## config.mk

```make
export PLATFORM = sky130hd
export DESIGN_NAME = ogru_to_cell
export DESIGN_NICKNAME = d
export VERILOG_FILES = /design/src/rtl/core/ogru_pkg.sv /design/src/rtl/core/ogru_to_cell.sv
export SDC_FILE = /design/constraint.sdc
export NUM_CORES = 1
export LEC_CHECK = 0
export ABC_AREA = 1
export BUFFER_PORTS_ARGS = -buffer_cell sky130_fd_sc_hd__buf_2
export CAP_MARGIN = 20
export CORE_MARGIN = 8
export CORE_UTILIZATION = 60
export CTS_BUF_LIST = sky130_fd_sc_hd__clkbuf_8
export DETAILED_ROUTE_END_ITERATION = 6
export MAX_ROUTING_LAYER = met4
export PLACE_DENSITY = 0.84
export SYNTH_ARGS = -nofsm -noshare
export SYNTH_HDL_FRONTEND = slang
export SYNTH_SLANG_ARGS = --single-unit
```

## constraint.sdc

```tcl
create_clock -name clk -period 14.5 [get_ports clk]
set_input_delay 3.625 -clock clk [delete_from_list [all_inputs] [get_ports clk]]
set_output_delay 3.625 -clock clk [all_outputs]
set_load 0.1 [all_outputs]
```

## src/rtl/core/ogru_pkg.sv

```systemverilog
// Shared types, constants and helpers for the occupancy grid ray update block.
package ogru_pkg;
	localparam int RowBits  = 8;
	localparam int ColBits  = 8;
	localparam int CellBits = 16;
	localparam int AddrBits = RowBits + ColBits;
	localparam int CoordBits = 24;
	localparam int CfgIdxBits = 3;
	localparam int CfgDataBits = 16;

	localparam logic [CfgIdxBits-1:0] CfgCellsPerUnit = 3'd0;
	localparam logic [CfgIdxBits-1:0] CfgOriginRow    = 3'd1;
	localparam logic [CfgIdxBits-1:0] CfgOriginCol    = 3'd2;
	localparam logic [CfgIdxBits-1:0] CfgFreeInc      = 3'd3;
	localparam logic [CfgIdxBits-1:0] CfgOccInc       = 3'd4;

	localparam logic [1:0] StatusDone     = 2'd0;
	localparam logic [1:0] StatusStartOut = 2'd1;
	localparam logic [1:0] StatusEndOut   = 2'd2;

	typedef enum logic [3:0] {
		ST_CLEAR,
		ST_IDLE,
		ST_CONV,
		ST_CHECK,
		ST_START_RD,
		ST_START_WR,
		ST_END_RD,
		ST_END_WR,
		ST_WALK_RD,
		ST_WALK_WR,
		ST_READ_RD,
		ST_READ_WAIT,
		ST_OUT
	} state_t;

	typedef struct packed {
		logic [1:0]          status;
		logic [CellBits-1:0] cell_value;
		logic [8:0]          cells_updated;
		logic [RowBits-1:0]  box_min_row;
		logic [ColBits-1:0]  box_min_col;
		logic [RowBits-1:0]  box_max_row;
		logic [ColBits-1:0]  box_max_col;
	} result_t;

	typedef struct packed {
		logic                 func;
		logic [CoordBits-1:0] start_x;
		logic [CoordBits-1:0] start_y;
		logic [CoordBits-1:0] end_x;
		logic [CoordBits-1:0] end_y;
		logic                 end_free;
		logic [RowBits-1:0]   read_row;
		logic [ColBits-1:0]   read_col;
	} request_t;

	// saturating add of a cell and a signed increment
	function automatic logic [CellBits-1:0] sat_add(input logic [CellBits-1:0] a,
			input logic [CellBits:0] inc);
		logic signed [CellBits+1:0] s;
		s = $signed({{2{a[CellBits-1]}}, a}) + $signed({inc[CellBits], inc});
		if (s > $signed({3'b000, {(CellBits-1){1'b1}}}))
			return {1'b0, {(CellBits-1){1'b1}}};
		else if (s < $signed({3'b111, {(CellBits-1){1'b0}}}))
			return {1'b1, {(CellBits-1){1'b0}}};
		else
			return s[CellBits-1:0];
	endfunction
endpackage

```

## src/rtl/core/ogru_to_cell.sv

```systemverilog
// Registered world-to-cell conversion of one coordinate.
module ogru_to_cell (
	input  logic                              clk,
	input  logic [ogru_pkg::CoordBits-1:0]    coord,
	input  logic [ogru_pkg::CfgDataBits-1:0]  cells_per_unit,
	input  logic [7:0]                        origin,
	output logic                              inside_s1,
	output logic [7:0]                        cell_s1
);
	import ogru_pkg::*;
	logic signed [42:0] prod;
	logic signed [42:0] v;
	logic [42:0]        mag;
	logic signed [42:0] q;

	always_comb begin
		prod = $signed({{19{coord[CoordBits-1]}}, coord}) * $signed({27'd0, cells_per_unit});
		v    = prod + $signed({19'd0, origin, 16'd0}) + 43'sd32768;
		mag  = v[42] ? 43'(-v) : 43'(v);
		q    = v[42] ? -$signed({16'd0, mag[42:16]}) : $signed({16'd0, mag[42:16]});
	end

	always_ff @(posedge clk) begin
		inside_s1 <= (q >= 0) && (q < 43'sd256);
		cell_s1   <= q[7:0];
	end
endmodule

```

Yosys cells after proc, flatten, opt, wreduce, memory -nomap -nowiden
Cells that the tools add are included.
{"block": "word_totals", "word_cells": 12, "reg_bits": 9}
{"block": "op_classes", "n_reduce_logical": 1, "multipliers": 1, "n_lt_le_gt_ge": 2, "mux": 2, "n_addsub": 4}
{"cell": "43-bit 2-to-1 mux", "n": 2}
{"cell": "42-bit by 17-bit adder with 43-bit output, second input constant", "n": 1}
{"cell": "43-bit by 1-bit greater-or-equal comparator with 1-bit output, second input constant", "n": 1}
{"cell": "43-bit by 10-bit less-than comparator with 1-bit output, second input constant", "n": 1}
{"cell": "27-bit negation with 43-bit output", "n": 1}
{"cell": "43-bit negation", "n": 1}
{"cell": "41-bit by 25-bit adder with 42-bit output", "n": 1}
{"cell": "24-bit by 17-bit multiplier with 41-bit output", "n": 1}
{"cell": "1-bit logical AND", "n": 1}

Depth between registers and ports, before layout
Gate-level depths: netlist of the first run.
{"block": "logic_depth", "word_depth": 9, "mapped_depth": 46, "depth_no_buf": 44}

Least setup slack after synthesis of the first run
Ideal clock, no wire load.
{"block": "synth_timing", "kind": "input to register", "startpoint": "in coord[23] in the netlist's numbering", "endpoint": "reg inside_s1", "slack_ns": 4.192, "stages": 37, "arrival_ns": 10.244, "cell_sequence": "clkbuf_1 -> clkbuf_1 -> nand2_1 -> fa_1 -> fa_1 -> inv_1 -> fa_1 -> inv_1 -> fa_1 -> fa_1 -> fa_1 -> inv_1 -> ha_1 -> inv_1 -> nor3_1 -> nand2_1 -> nor3_1 -> nand2_1 -> nand2_1 -> nand2_1 -> nand2_2 -> buf_6 -> nand3_1 -> nand2_1 -> ha_1 -> nand2_1 -> nor2_4 -> nand2_2 -> nor2_4 -> nand2_2 -> nor2_4 -> nand2_1 -> a21oi_1 -> nand2_1 -> nor2_1 -> nand3_1 -> nor2_1"}
{"block": "synth_via", "elab_chain_len": 9, "elab_cells_between_ends": 10, "classes_between": "add/sub: 4; mul: 1; order compare: 2; mux: 2; reduce/logical: 1"}
{"item": "from (decl)", "line": "ogru_to_cell.sv:4", "rtl": "input logic [ogru_pkg::CoordBits-1:0] coord,"}
{"item": "24-bit by 17-bit multiplier with 41-bit output *", "line": "ogru_to_cell.sv:17", "rtl": "prod = $signed({{19{coord[CoordBits-1]}}, coord}) * $signed({27'd0, cells_per_unit});"}
{"item": "41-bit by 25-bit adder with 42-bit output *", "line": "ogru_to_cell.sv:18", "rtl": "v = prod + $signed({19'd0, origin, 16'd0}) + 43'sd32768;"}
{"item": "42-bit by 17-bit adder with 43-bit output *", "line": "ogru_to_cell.sv:18"}
{"item": "43-bit negation", "line": "ogru_to_cell.sv:19", "rtl": "mag = v[42] ? 43'(-v) : 43'(v);"}
{"item": "43-bit 2-to-1 mux", "line": "ogru_to_cell.sv:19"}
{"item": "27-bit negation with 43-bit output", "line": "ogru_to_cell.sv:20", "rtl": "q = v[42] ? -$signed({16'd0, mag[42:16]}) : $signed({16'd0, mag[42:16]});"}
{"item": "43-bit 2-to-1 mux *", "line": "ogru_to_cell.sv:20"}
{"item": "43-bit by 1-bit greater-or-equal comparator with 1-bit output or 43-bit by 10-bit less-than comparator with 1-bit output (tied branches)", "line": "ogru_to_cell.sv:24", "rtl": "inside_s1 <= (q >= 0) && (q < 43'sd256);"}
{"item": "1-bit logical AND *", "line": "ogru_to_cell.sv:24"}
{"item": "to (signal assigned)", "line": "ogru_to_cell.sv:24"}
{"item": "to (decl)", "line": "ogru_to_cell.sv:7", "rtl": "output logic inside_s1,"}
Mark *: on every way between the ends. The rest lies on a longest branch, timed or not.

Worst setup path after layout of the first run
{"block": "layout_timing", "startpoint": "in cells_per_unit[2] in the netlist's numbering", "endpoint": "reg inside_s1"}
{"block": "layout_via", "elab_chain_len": 9, "elab_cells_between_ends": 10, "classes_between": "add/sub: 4; mul: 1; order compare: 2; mux: 2; reduce/logical: 1"}
{"item": "from (decl)", "line": "ogru_to_cell.sv:5", "rtl": "input logic [ogru_pkg::CfgDataBits-1:0] cells_per_unit,"}
{"item": "24-bit by 17-bit multiplier with 41-bit output *", "line": "ogru_to_cell.sv:17"}
{"item": "41-bit by 25-bit adder with 42-bit output *", "line": "ogru_to_cell.sv:18"}
{"item": "42-bit by 17-bit adder with 43-bit output *", "line": "ogru_to_cell.sv:18"}
{"item": "43-bit negation", "line": "ogru_to_cell.sv:19"}
{"item": "43-bit 2-to-1 mux", "line": "ogru_to_cell.sv:19"}
{"item": "27-bit negation with 43-bit output", "line": "ogru_to_cell.sv:20"}
{"item": "43-bit 2-to-1 mux *", "line": "ogru_to_cell.sv:20"}
{"item": "43-bit by 1-bit greater-or-equal comparator with 1-bit output or 43-bit by 10-bit less-than comparator with 1-bit output (tied branches)", "line": "ogru_to_cell.sv:24"}
{"item": "1-bit logical AND *", "line": "ogru_to_cell.sv:24"}
Marks and branches as above.

==> flow_metrics.tcl, run 1 <==
set metrics [dict create \
    fp.dieW_um 195.0 \
    clock_path_buffers 2 \
    grt_start_max_net_pins 47 \
    std_cell_rows 65 \
    post-synth-top-count-cell "nand2_1" \
    synth-main-ff-cell "dfxtp_1" \
    grt_pass1_wl_um 87040 \
    grt_use_total 0.2878 \
    start_kind "input port" \
    synthArstFlopShare 0 \
    avgSynthCellArea_um2 6.685 \
    wire_per_inst_um 15.97 \
    gp_congestion 0.9395 \
    utilization 0.6238 \
    wirelength_um 51890 \
    cts_tree "done" \
    portBuffers 57 \
    antennaDiodeCount 0 \
    ant_nets 0 \
    holdBufCountCts 0 \
    period_share 0.8002 \
    drive_above_1_share 0.06603 \
    cpMostUsedCell "nand2_1" \
    synth-seq-area-share 0.009371 \
    status "complete, no violations" \
    nNetsFinal 3406 \
    clock-sinks 9 \
    clk_transition_reported_paths_ps 50 \
    worstSetupPathType "input port to flip-flop" \
    synth_area_leaders "fa_1 41%, nand2_1 18%, inv_1 17%" \
    finalCriticalPeriod_ps 11600 \
    first_global_vias 18420 \
    ctsHtreeMaxLevel 1 \
    hp-start "cell_s1[7]$_DFF_P_" \
    rsz0062_at_grt "false" \
    synthTopCellsByCount "915 x nand2_1, 867 x inv_1, 392 x fa_1" \
    synth_largest_area_cell "fa_1" \
    clockRootBuffer "clkbuf_8" \
    synth_edf_count 0 \
    area_growth_pct 2.382 \
    relSlewSlack 0.4753 \
    netlist_instances 2876 \
    whs_path_depth 1 \
    synth_nets 3434 \
    instances_no_fill 3249 \
    drv_slew 0 \
    cts_setup_buffers 0 \
    worstSetupEndpointType "flip-flop" \
    finalInstanceArea_mm2 0.01969 \
    fp.dieH_um 195.0 \
    place_area_mm2 0.01964 \
    fmax_mhz 86.18 \
    place_hpwl_um 42610 \
    hold_class "flip-flop to output port" \
    cp-startpoint "cells_per_unit[2]" \
    drcViolationCount 0 \
    globalRouteOverflowTotal 0 \
    cpMaxStageDelayCell "fa_1" \
    critPathArrivalTime_ps 11780 \
    drtPass1Iterations 6 \
    netlist_area_mm2 0.01923 \
    antenna_found_initial 0 \
    vias 17140 \
    drt_iter0_drc 1285 \
    tns_ps 0 \
    drv_cap 0 \
    synth_cell_type_count 34 \
    initial_utilization 0.6093 \
    tightestPinTransition_ps 784.2 \
    synth_top_cell_area_share 0.4081 \
    worst_ep_required_time_ps 14670 \
    post_cts_resized 0 \
    ys_seq_elements 9 \
    crit_fanout 46 \
    io_pins 58 \
    cts_buffers 3 \
    max_stage_delay_ps 800 \
    hold_violations 0 \
    via_per_inst 5.277 \
    place_inst 3245 \
    core-area_mm2 0.03156 \
    yosysWarnings 0 \
    final-setup-viol-count 0 \
    die_area_mm2 0.03803 \
]
flip-flops by register name, indices dropped and copies added, names as in the netlist:
| register | cells |
|---|---|
| cell_s1 | 8 |
| inside_s1 | 1 |
worst paths after layout:
kind,endpoint,slack [ps]
setup / recovery,inside_s1$_DFF_P_,2900
hold / removal,cell_s1[7],4420
layer usage:
layer | track usage | routed length [um] | share of wire
met5 | - | 0 | 0
met4 | 0.1280 | 2621 | 0.051
met3 | 0.03748 | 4080 | 0.079
met2 | 0.4973 | 25190 | 0.49
met1 | 0.3332 | 20010 | 0.39
critical path, delay by kind of cell:
family / cells / cell delay [ps]
simple gates: 21 / 2680
buf+inv: 7 / 1820
fa+ha+maj: 7 / 3620
through the flow:
stage,hold slack (ps),setup slack (ps)
after floorplan,4232,4192
after global placement,4180,2984
after detailed placement,4179,2708
after CTS,4430,2941
after global routing,4445,2162
final,4424,2896
cell type report:
type	count	area, um^2
Clock buffer	3	41.29
Clock inverter	1	3.754
Fill cell	2831	11870
Inverter	890	3341
Multi-Input combinational cell	1886	15320
Sequential cell	9	180.2
Tap cell	402	503.0
Timing Repair Buffer	58	292.8
logic make-up (layout without fill, tap and decap cells):
group,Yosys count,in the layout,share of synthesized area
AOI/OAI and AO/OA,57,57,0.01718
xor gates and xnor gates,13,13,0.005922
adders and majority gates,509,509,0.4843
buffers and inverters,981,952,0.1937
DFF,9,9,0.009371
and+or+nand+nor,1307,1307,0.2896
cell usage in the layout, fill, tap and decap left out:
cell type    n
o21bai_1     4
nand2_4      4
nor3b_1      1
nand4_1     27
buf_2       57
nand3_1    127
a21oi_2      3
o21a_1       3
a31oi_1      2
nand2_2     45
inv_2       20
o21ai_0      8
ha_1       117
nor2_1     121
inv_1      868
buf_4        1
nand3_2     15
dfxtp_1      9
clkinv_1     3
nor3_2       1
nand3b_1     5
nor2_2      25
nand3b_2     1
clkbuf_8     3
o21bai_4     1
nor2_4      12
nand2_1    915
nor3_1       8
xnor2_1      3
xor2_1      10
o21ai_1      2
a21oi_1     34
fa_1       392
Power of run 1 is left out: the tool's default activity adds up to more than one toggle a clock period on the data nets, which glitch-free logic cannot reach.
==> run 2: changes to the inputs <==
Settings changed: ABC_AREA 1 to 0.
Clock period 14.5 ns to 12 ns, I/O delays scaled along.
==> flow_metrics.tcl, run 2 <==
set metrics [dict create \
    synth_edf_count 0 \
    globalRouteOverflowTotal 0 \
    area_growth_pct 2.380 \
    crit_family "adder cells" \
    die_area_mm2 0.03394 \
    cts_setup_buffers 0 \
    synth_top_cell_area_share 0.4622 \
    antennaDiodeCount 0 \
    synthArstFlopShare 0 \
    ctsHtreeMaxLevel 1 \
    rsz0062_at_grt "false" \
    nNetsFinal 2497 \
    via_per_inst 5.739 \
    mostFrequentLayoutCells "491 x inv_1, 392 x fa_1, 224 x nand2_1" \
    place_inst 2312 \
    grt_pass1_wl_um 71820 \
    worstSetupPathType "input port to flip-flop" \
    synthTopCellsByCount "490 x inv_1, 392 x fa_1, 224 x nand2_1" \
    period_share 0.9460 \
    cts_tree "done" \
    initial_utilization 0.6095 \
    gp_congestion 0.9140 \
    synth_area_leaders "fa_1 46%, inv_1 11%, ha_1 8.6%" \
    clockRootBuffer "clkbuf_8" \
    antenna_found_initial 0 \
    grt_start_max_net_pins 25 \
    worstSetupEndpointType "flip-flop" \
    largest_registers "cell_s1 x8, inside_s1 x1" \
    regMostFlops "cell_s1" \
    cp.buffers_inverters 7 \
    wire_per_inst_um 18.41 \
    cpMaxStageDelayCell "fa_1" \
    largest_reg_flops 8 \
    hold_violations 0 \
    fmax_mhz 88.09 \
    start_kind "input port" \
    relSlewSlack 0.4492 \
    clk_transition_reported_paths_ps 40 \
    portBuffers 57 \
    avgSynthCellArea_um2 8.677 \
    max_stage_delay_ps 560 \
    io_pins 58 \
    std_cell_rows 61 \
    drt_iter0_drc 739 \
    tns_ps 0 \
    yosysWarnings 0 \
    drv_slew 0 \
    drive_above_1_share 0.05831 \
    crit_fanout 24 \
    netlist_area_mm2 0.01698 \
    tightestPinTransition_ps 815.9 \
    ant_nets 0 \
    ys_seq_elements 9 \
    fp.dieW_um 184.2 \
    hold_class "flip-flop to output port" \
    netlist_instances 1957 \
    first_global_vias 14820 \
    cp.depth 31 \
    cts_buffers 3 \
    final-setup-viol-count 0 \
    synth-seq-area-share 0.01061 \
    finalCriticalPeriod_ps 11350 \
    synth_largest_area_cell "fa_1" \
    fp.dieH_um 184.2 \
    wirelength_um 42630 \
    status "complete, no violations" \
    clock_path_buffers 2 \
    place_hpwl_um 34260 \
    grt_use_total 0.2699 \
    drtPass1Iterations 5 \
    critPathArrivalTime_ps 11500 \
    vias 13290 \
    fillers 2307 \
    synth_nets 2515 \
    layout_commonest_cell "inv_1" \
    drcViolationCount 0 \
    synth_cell_type_count 99 \
    core-area_mm2 0.02786 \
    post-synth-top-count-cell "inv_1" \
    drv_cap 0 \
    whs_path_depth 1 \
    instances_no_fill 2316 \
    synth-main-ff-cell "dfxtp_1" \
    worst_ep_required_time_ps 12150 \
    clock-sinks 9 \
]
## run 2: final cells by class
class                      count  area (um^2)  share of cell area
clock inverter                 1        3.754           0.0002159
multi-input combinational   1374        14530              0.8359
sequential                     9        180.2             0.01036
timing repair buffer          61        315.3             0.01814
tap                          378        473.0             0.02721
inverter                     490         1839              0.1058
clock buffer                   3        41.29            0.002375
## run 2: worst paths after layout
path,start,end,slack [ps]
max,cells_per_unit[9],inside_s1$_DFF_P_,650
min,cell_s1[5]$_DFF_P_,cell_s1[5],3800
## run 2: repair_timing
action | CTS | global route
hold buffers | 0 | 0
gates resized for setup | 0 | 1
endpoints found under the setup margin | 0 | 1
## run 2: cell families (layout without fill, tap and decap cells)
family                   Yosys count  in the layout  synth area share
flip-flops                         9              9           0.01061
AND/OR/NAND/NOR                  610            610            0.1883
XOR/XNOR                          47             47           0.02468
adder cells (fa/ha/maj)          509            509            0.5484
AO/OA/AOI/OAI                    201            201           0.08820
buffers and inverters            574            555            0.1340
multiplexers                       7              7          0.005821
## run 2: metrics by stage
step	worst slack, ps	util	area, um^2	hold slack [ps]
3_3_place_gp	593.8	0.6221	17330	3552
6_report	647.6	0.6240	17380	3796
5_1_grt	90.70	0.6240	17380	3816
3_5_place_dp	364.6	0.6221	17330	3554
2_1_floorplan	1251	-	16980	3607
4_1_cts	604.8	0.6238	17380	3805
## run 2: per-layer routing
layer	GRT usage	routed length (um)	up-vias
met3	0.02796	2616	162
li1	-	-	5886
met5	-	0	-
met1	0.3050	16090	6685
met4	0.1100	1919	0
met2	0.4844	22010	559
Power of run 2 is left out for the same reason.
==> run 3: changes to the inputs <==
Settings changed: CORE_UTILIZATION 60 to 45, PLACE_DENSITY 0.84 to 0.68.
Clock period 12 ns to 12.5 ns, I/O delays scaled along.
==> flow_metrics.tcl, run 3 (same netlist as run 2, synthesis figures left out) <==
set metrics [dict create \
    grt_use_total 0.2004 \
    holdBufCountCts 0 \
    std_cell_rows 71 \
    place_hpwl_um 34690 \
    largest_registers "cell_s1 x8, inside_s1 x1" \
    tns_ps 0 \
    io_pins 58 \
    regMostFlops "cell_s1" \
    core-area_mm2 0.03740 \
    start_kind "input port" \
    post_cts_resized 0 \
    largest_reg_flops 8 \
    cts_buffers 3 \
    grt_use_met3 0.01693 \
    cts_tree "done" \
    drt_iter0_drc 604 \
    portBuffers 57 \
    gp_congestion 0.9348 \
    fp.dieH_um 210.3 \
    period_share 0.9235 \
    worstSetupEndpointType "flip-flop" \
    fmax_mhz 86.62 \
    hold_violations 0 \
    drcViolationCount 0 \
    fillers 3655 \
    whs_ps 3922 \
    drv_cap 0 \
    mostFrequentLayoutCells "491 x inv_1, 392 x fa_1, 224 x nand2_1" \
    globalRouteOverflowTotal 0 \
    wirelength_um 41210 \
    clockRootBuffer "clkbuf_8" \
    nNetsFinal 2497 \
    finalCriticalPeriod_ps 11540 \
    grt_util_met1 0.2318 \
    final-setup-viol-count 0 \
    hp-start "cell_s1[4]$_DFF_P_" \
    worst_ep_required_time_ps 12630 \
    relSlewSlack 0.4968 \
    area_growth_pct 3.316 \
    fp.dieW_um 210.3 \
    finalInstanceArea_mm2 0.01754 \
    grt_start_max_net_pins 25 \
    critPathArrivalTime_ps 11680 \
    ant_nets 0 \
    vias 12960 \
    rsz0062_at_grt "false" \
    met2_usage 0.3678 \
    cts_setup_buffers 0 \
    hold_class "flip-flop to output port" \
    grt_pass1_wl_um 71180 \
    layout_commonest_cell "inv_1" \
    via_per_inst 5.293 \
    tightestPinTransition_ps 735.8 \
    first_global_vias 14740 \
    place_area_mm2 0.01750 \
    hold_end "cell_s1[4]" \
    status "complete, no violations" \
    wire_per_inst_um 16.83 \
    drv_slew 0 \
    clk_transition_reported_paths_ps 40 \
    antennaDiodeCount 0 \
    clock_path_buffers 2 \
    antenna_found_initial 0 \
    die_area_mm2 0.04421 \
    worstSetupPathType "input port to flip-flop" \
    drive_above_1_share 0.05779 \
    clock-sinks 9 \
    ctsHtreeMaxLevel 1 \
    whs_path_depth 1 \
    initial_utilization 0.4540 \
    drtPass1Iterations 6 \
    crit_fanout 24 \
    top_usage_layer "met2" \
]
## run 3: cell counts in the layout (fill, tap and decap cells not counted)
Identical to the previous run, type by type.
## run 3: layout make-up
class,instances,area [um^2],share of cell area
clock buffer,3,41.29,0.002354
timing repair buffer,61,315.3,0.01797
inverter,490,1839,0.1048
sequential,9,180.2,0.01027
tap,511,639.4,0.03645
clock inverter,1,3.754,0.0002140
multi-input combinational,1374,14520,0.8279
## run 3: worst max-delay path, cell delays in order
cell       delay [ps]
buf_2             250
and2_1            230
fa_1              530
inv_1              60
fa_1              560
fa_1              460
fa_1              550
inv_1              50
fa_1              490
fa_1              430
ha_1              450
a21oi_1           360
o21ai_0           180
a211oi_2          440
xnor2_1           130
or4_1             550
a211oi_2          590
or2_2             250
xnor2_1            90
inv_1              90
ha_1              200
nand3_1           130
mux2i_4           340
o2111ai_2         240
nor3_2            300
o2111ai_1         150
and3_1            190
nor4_2            280
## run 3: how the worst max path moves through the flow
stage / from / to / slack, ps / cells past startpoint
after floorplan: coord[23] / inside_s1$_DFF_P_ / 1630 / 29
after global placement: cells_per_unit[3] / inside_s1$_DFF_P_ / 900 / 25
after detailed placement: cells_per_unit[2] / inside_s1$_DFF_P_ / 780 / 28
after CTS: cells_per_unit[2] / inside_s1$_DFF_P_ / 1010 / 28
after global routing: cells_per_unit[6] / inside_s1$_DFF_P_ / 360 / 27
final: cells_per_unit[2] / inside_s1$_DFF_P_ / 960 / 28
## run 3: through the flow
step                      utilization  instances  worst slack [ps]
after CTS                      0.4691       2449              1010
after detailed placement       0.4679       2445             783.5
after global placement         0.4679       2445             903.3
after floorplan                     -       1957              1626
final                          0.4691       2449             955.7
after global routing           0.4691       2449             364.1
## run 3: routing by layer
layer  vias up  part of all wire
met3        84             0.042
li1       5871                 -
met1      6660              0.40
met5         -                 0
met4         0             0.030
met2       347              0.53
Power of run 3 is left out for the same reason.
